$ cat config.mk
export PLATFORM = sky130hd
export DESIGN_NAME = positional_list_store
export DESIGN_NICKNAME = d
export VERILOG_FILES = /design/src/rtl/plc_pkg.sv /design/src/rtl/positional_list_store.sv /design/src/rtl/plc_cell.sv
export SDC_FILE = /design/constraint.sdc
export NUM_CORES = 2
export LEC_CHECK = 0
export BUFFER_PORTS_ARGS = -buffer_cell sky130_fd_sc_hd__buf_2
export CORE_MARGIN = 5
export CORE_UTILIZATION = 40
export DETAILED_ROUTE_END_ITERATION = 8
export GPL_ROUTABILITY_DRIVEN = 1
export PLACE_DENSITY = 0.56
export SLEW_MARGIN = 20
export SYNTH_ARGS = -nofsm -noshare
export SYNTH_HDL_FRONTEND = slang
export SYNTH_SLANG_ARGS = --single-unit
$ cat constraint.sdc
create_clock -name clk -period 8 [get_ports clk]
set_input_delay 2.4 -clock clk [delete_from_list [all_inputs] [get_ports clk]]
set_output_delay 2.4 -clock clk [all_outputs]
set_load 0.03 [all_outputs]
$ cat src/rtl/plc_pkg.sv
// Shared types, sizes and codes for the positional list store.
package plc_pkg;

	localparam int CAPACITY = 16;
	localparam int IDX_W = (CAPACITY > 1) ? $clog2(CAPACITY) : 1;
	localparam int CNT_W = $clog2(CAPACITY + 1);
	localparam int CMP_W = ((CNT_W > 5) ? CNT_W : 5) + 1;

	typedef enum logic [1:0] {
		OP_INSERT = 2'd0,
		OP_DELETE = 2'd1,
		OP_GET    = 2'd2,
		OP_LOCATE = 2'd3
	} op_t;

	typedef enum logic [1:0] {
		ST_DONE    = 2'd0,
		ST_RANGE   = 2'd1,
		ST_FULL    = 2'd2,
		ST_MISSING = 2'd3
	} status_t;

	// Command broadcast to every cell of the row
	typedef struct packed {
		logic               insert;
		logic               remove;
		logic [IDX_W-1:0]   pidx;
		logic signed [31:0] value;
	} cell_ctl_t;

endpackage

$ cat src/rtl/positional_list_store.sv
// Top level: request checks, the row of list cells and the result register.
// An accepted request is held in the update register while the row shifts; done and the
// result are then loaded into their registers together.
// No new request is taken while busy; busy covers the cycle in which the cell row
// shifts and the count updates, since the next check needs the new count.
// Reset clears the count and control flags; cell contents stay unknown until
// written, and only positions below the count are ever read.
// The receiver cannot stall: each result is shown for one cycle with done.
module positional_list_store (
	input  logic               clk,
	input  logic               arst_n,
	input  logic               start,
	output logic               busy,
	input  logic [1:0]         op,
	input  logic [4:0]         position,
	input  logic signed [31:0] item_value,
	output logic               done,
	output logic [1:0]         status,
	output logic signed [31:0] read_value,
	output logic [4:0]         found_position,
	output logic [4:0]         list_length
);
	import plc_pkg::*;

	logic               valid_s1;
	logic               ok_s1;
	op_t                op_s1;
	status_t            st_s1;
	logic [IDX_W-1:0]   pidx_s1;
	logic signed [31:0] val_s1;

	logic [CNT_W-1:0]   count_q;
	logic               done_q;
	status_t            status_q;
	logic signed [31:0] read_q;
	logic [4:0]         found_q;
	logic [4:0]         length_q;

	logic               accept;
	logic [CMP_W-1:0]   pos_w;
	logic [CMP_W-1:0]   cnt_w;
	logic [CMP_W-1:0]   pos_m1;
	logic               chk_ok;
	status_t            chk_st;

	cell_ctl_t          ctl;
	logic signed [31:0] cell_entry [CAPACITY];
	logic               cell_match [CAPACITY];
	logic [CMP_W-1:0]   found_w;
	logic signed [31:0] sel_entry;
	logic [CNT_W-1:0]   count_next;

	assign accept = start && !busy;
	assign busy   = valid_s1;

	// Check the position against the count at accept
	assign pos_w  = CMP_W'(position);
	assign cnt_w  = CMP_W'(count_q);
	assign pos_m1 = pos_w - CMP_W'(1);

	always_comb begin
		chk_ok = 1'b0;
		chk_st = ST_DONE;
		case (op_t'(op))
			OP_INSERT: begin
				if (pos_w == '0 || pos_w > cnt_w + CMP_W'(1)) begin
					chk_st = ST_RANGE;
				end else if (cnt_w >= CMP_W'(CAPACITY)) begin
					chk_st = ST_FULL;
				end else begin
					chk_ok = 1'b1;
				end
			end
			OP_DELETE, OP_GET: begin
				if (pos_w == '0 || pos_w > cnt_w) begin
					chk_st = ST_RANGE;
				end else begin
					chk_ok = 1'b1;
				end
			end
			OP_LOCATE: begin
				chk_ok = 1'b1;
			end
			default: begin
				chk_ok = 1'b0;
			end
		endcase
	end

	// Hold the accepted request for the update cycle
	always_ff @(posedge clk or negedge arst_n) begin
		if (!arst_n) begin
			valid_s1 <= 1'b0;
		end else begin
			valid_s1 <= accept;
		end
	end

	always_ff @(posedge clk) begin
		if (accept) begin
			ok_s1   <= chk_ok;
			op_s1   <= op_t'(op);
			st_s1   <= chk_st;
			pidx_s1 <= pos_m1[IDX_W-1:0];
			val_s1  <= item_value;
		end
	end

	// Broadcast the command to the row
	always_comb begin
		ctl.insert = valid_s1 && ok_s1 && (op_s1 == OP_INSERT);
		ctl.remove = valid_s1 && ok_s1 && (op_s1 == OP_DELETE);
		ctl.pidx   = pidx_s1;
		ctl.value  = val_s1;
	end

	// Row of cells, each wired to its neighbors
	for (genvar i = 0; i < CAPACITY; i++) begin : g_cell
		logic signed [31:0] lower_in;
		logic signed [31:0] upper_in;
		if (i == 0) begin : g_first
			assign lower_in = '0;
		end else begin : g_mid_lo
			assign lower_in = cell_entry[i-1];
		end
		if (i == CAPACITY - 1) begin : g_last
			assign upper_in = cell_entry[i];
		end else begin : g_mid_hi
			assign upper_in = cell_entry[i+1];
		end
		plc_cell u_cell (
			.clk   (clk),
			.ctl   (ctl),
			.idx   (IDX_W'(i)),
			.lower (lower_in),
			.upper (upper_in),
			.entry (cell_entry[i]),
			.match (cell_match[i])
		);
	end

	// Pick the first held entry that matches
	always_comb begin
		found_w = '0;
		for (int i = CAPACITY - 1; i >= 0; i--) begin
			if (cell_match[i] && (CNT_W'(i) < count_q)) begin
				found_w = CMP_W'(i + 1);
			end
		end
	end

	assign sel_entry = (ok_s1 && (op_s1 == OP_DELETE || op_s1 == OP_GET))
		? cell_entry[pidx_s1] : '0;

	always_comb begin
		count_next = count_q;
		if (ctl.insert) begin
			count_next = count_q + CNT_W'(1);
		end else if (ctl.remove) begin
			count_next = count_q - CNT_W'(1);
		end
	end

	// Advance the count and the done strobe
	always_ff @(posedge clk or negedge arst_n) begin
		if (!arst_n) begin
			count_q <= '0;
			done_q  <= 1'b0;
		end else begin
			count_q <= count_next;
			done_q  <= valid_s1;
		end
	end

	// Load the result register
	always_ff @(posedge clk) begin
		if (valid_s1) begin
			read_q   <= sel_entry;
			length_q <= 5'(count_next);
			if (op_s1 == OP_LOCATE) begin
				status_q <= (found_w == '0) ? ST_MISSING : ST_DONE;
				found_q  <= found_w[4:0];
			end else begin
				status_q <= st_s1;
				found_q  <= '0;
			end
		end
	end

	assign done           = done_q;
	assign status         = status_q;
	assign read_value     = read_q;
	assign found_position = found_q;
	assign list_length    = length_q;

	a_update_then_done: assert property (@(posedge clk) disable iff (!arst_n)
		valid_s1 |=> done)
		else $error("update cycle not followed by done");

	a_count_bound: assert property (@(posedge clk) disable iff (!arst_n)
		CMP_W'(count_q) <= CMP_W'(CAPACITY))
		else $error("count above capacity");

	a_accept_busy: assert property (@(posedge clk) disable iff (!arst_n)
		accept |=> busy && !accept)
		else $error("request accepted during update");

	a_full_status: assert property (@(posedge clk) disable iff (!arst_n)
		(done && status_q == ST_FULL) |-> CMP_W'(count_q) == CMP_W'(CAPACITY))
		else $error("full reported with room left");

endmodule

$ cat src/rtl/plc_cell.sv
// One list slot: holds an entry and shifts it to or from its neighbors.
module plc_cell (
	input  logic                      clk,
	input  plc_pkg::cell_ctl_t        ctl,
	input  logic [plc_pkg::IDX_W-1:0] idx,
	input  logic signed [31:0]        lower,
	input  logic signed [31:0]        upper,
	output logic signed [31:0]        entry,
	output logic                      match
);
	import plc_pkg::*;

	logic signed [31:0] entry_q;

	// Take the new value, shift up from below on insert, shift down on delete
	always_ff @(posedge clk) begin
		if (ctl.insert) begin
			if (idx > ctl.pidx) begin
				entry_q <= lower;
			end else if (idx == ctl.pidx) begin
				entry_q <= ctl.value;
			end
		end else if (ctl.remove) begin
			if (idx >= ctl.pidx) begin
				entry_q <= upper;
			end
		end
	end

	assign entry = entry_q;
	assign match = (entry_q == ctl.value);

endmodule

==> reports/results.tsv <==
metric	value	unit
first-pass GRT wire length	195000	um
Final ANT Viol Nets	0	
MaxCap Viol Count	0	
Crit-path slowest cell	inv_8	
flop and latch count out of synthesis	604	
initial antenna violation count	5	
Area contributors post-synth	edfxtp_1 (46%), mux4_2 (9.2%), mux2i_1 (8.2%)	
Crit path max-delay family	simple AND/OR/NAND/NOR gates	
Power Dens Cells	197	nW/um^2
critical path launch point type	flip-flop	
crit path max fanout	149	
DR WL/cell	28.2	um
CP peak stage delay	0.94	ns
slew margin rel.	22.4	%
Layout area overhead	9.53	%
Final Cycle Share	51.0	%
Hold Vio Cnt, Final	0	
asr flop ratio synth	1.16	%
pin count of the biggest net entering global routing	150	
Reg area	18100	sq um
Netlist cell types	48	
maximum root-to-sink buffer count	3	
CTS root buffer	clkbuf_16	
Die Wd	323	um
Setup Total Neg Slack	0	ns
CP Data Required Time	8.25	ns
Ports	88	
power consumption	8.43	mW
Leak Pwr	15.6	nW
Setup Skew	0.0210	ns
initial core utilization	40.3	%
height of the die	323	um
GRT overflow	0	
Yosys warnings	0	
mean post-synth cell area	10.8	sq um
Post-CTS Setup Inserts	0	
TritonCTS Buffers	72	
Seq/Total Area, Yosys	46.3	%
min-delay worst type	reg -> reg	
TritonCTS Sinks	604	
Max Freq	245	MHz
Vias per Instance	5.94	
Crit. End Element	flip-flop	
number of vias in the routed layout	28717	
DR pass1 iterations	6	
maximum vdd drop	148	uV
Total GRT Usage	25.5	%
number of flops mapped to enable cells by yosys	597	
fill count	9029	
Main synth FF type	edfxtp_1	
reg-to-reg slack, setup	3.92	ns
Placer Congestion	0.930	
Final Max Tran Viols	0	
drt drc	0	
clock latency on the worst-skew pair	0.64	ns
CP Class	reg -> reg	
Post-Syn Instances	3616	
die area	104000	sq um
site row count	114	
initial DRC count	3746	
share of cells above drive strength 1	13.9	%
unrepaired setup endpoints after global routing	no	
mapped cell area	39100	sq um
Worst Path Buf+Inv	2	
dominant cell type by area after synthesis	edfxtp_1	
post-DP HPWL	97400	um
core area	96900	sq um
CTS tree	yes	
Nets	3574	
PortBufs	87	
status	complete, no violations	
cell chain of the critical path	buf_4 -> nand3_4 -> inv_8 -> nor2_4 -> nor2b_4	
Routed WL	136000	um
worst path arrival time	4.33	ns
Multi-input gate area	19700	sq um
Post-Syn Nets	3679	
post-layout min period	4.08	ns
Least-Margin Pin Slew	1.16	ns
Resized Gates After CTS	0	
vias in the first global route	27117	
Clock transition at path regs	0.06	ns
hold_buf cts	0	
Synth top area share	45.9	%
final setup violation count	0	
htree depth	3	
[where the power goes]
group / switching [mW] / internal [mW]
combinational: 0.935 / 0.501
clock: 1.37 / 1.89
sequential: 0.133 / 3.60
[metal layers]
layer  up-vias  GRT usage [%]  share of wire [%]
li1      12870              -                  -
met1     14164           36.0                 41
met2      1475           39.0                 45
met3       208           4.29                8.5
met4         0           11.1                5.0
met5         -              0                  0
[cell families (layout without fill, tap and decap cells)]
family / count (synthesis) / in the layout / synth area share (%)
and+or+nand+nor: 1088 / 1088 / 12.0
DFF: 604 / 604 / 46.3
xor gates and xnor gates: 521 / 521 / 11.7
muxes: 512 / 512 / 18.3
AOI/OAI and AO/OA: 503 / 503 / 6.99
buffers and inverters: 367 / 309 / 3.93
adders and majority gates: 21 / 21 / 0.673
other: 0 / 1 / 0
[registers in the layout, summed over array words and instances (netlist names)]
name                 cells
pidx_s1                  4
count_q                  5
op_s1                    2
found_position           5
busy                     1
val_s1                  32
st_s1                    2
read_value              32
ok_s1                    1
list_length              5
g_cell.u_cell.entry    512
done                     1
status                   2
[per-stage QoR]
step	std cells	area [sq um]	utilization [%]	setup slack, ns	hold WS (ns)
4_1_cts	4833	42800	44.1	3.94	0.612
2_1_floorplan	3616	39100	-	2.27	0.561
6_report	4835	42800	44.2	3.92	0.607
3_5_place_dp	4712	40500	41.8	3.76	0.595
3_3_place_gp	4712	40500	41.8	3.72	0.586
5_1_grt	4834	42800	44.2	3.67	0.618
[final timing paths]
path / startpoint / endpoint / cells after the start
min reg2reg: g_cell[15].u_cell.entry[3] / g_cell[14].u_cell.entry[3] / 2
min in group asynchronous: arst_n / count_q[4] / 1
min: g_cell[15].u_cell.entry[3] / g_cell[14].u_cell.entry[3] / 2
max reg2reg: ok_s1 / g_cell[6].u_cell.entry[12] / 5
max: ok_s1 / g_cell[6].u_cell.entry[12] / 5
max in group asynchronous: arst_n / busy / 1
[final cells by class]
cell class              count  area share [%]
clock buffers             100            4.75
flip-flops and latches    604            42.3
multi-input cells        2645            46.0
well taps                1276            3.73
inverters                  20           0.193
clock inverters            21           0.497
repair buffers            168            2.55
diodes                      1         0.00585
[placed cells by master (no fill, tap or decap), drive strengths merged, types with 16 or more instances in the layout]
cell type  count
and3          34
mux2i        320
inv           21
nor3          24
nand2        693
o21ai        336
clkbuf       100
xnor2        311
nor4          60
clkinv        16
mux4         160
nor2         146
nand4         84
a31oi        130
ha            21
xor2         210
buf          168
nand3         21
mux2          32
edfxtp       597
a21oi         18
[cells in the mapped netlist, drive strengths merged, types with 2 or more instances]
cell and number:
and2 4, o21ai 336, ha 21, o21bai 2, nand2 693, a211oi 3, xnor2 311, a2111oi 3
xor2 210, nor3 24, nor4 60, a21oi 18, nand4 84, and3 34, buf 117, dfrtp 7
clkbuf 230, inv 20, mux2 32, nand2b 3, nand3 21, or4 5, o22ai 2, nor2b 6
edfxtp 597, a31oi 130, or3 2, mux2i 320, o21a 4, mux4 160, nor2 146, or2 2
[worst reg2reg max path: stages (launching register included)]
cell and delay (ns):
edfxtp_1 0.33, buf_4 0.37, nand3_4 0.62, inv_8 0.99, nor2_4 0.42, nor2b_4 0.93
No activity file was read; power rests on OpenSTA's default activity.
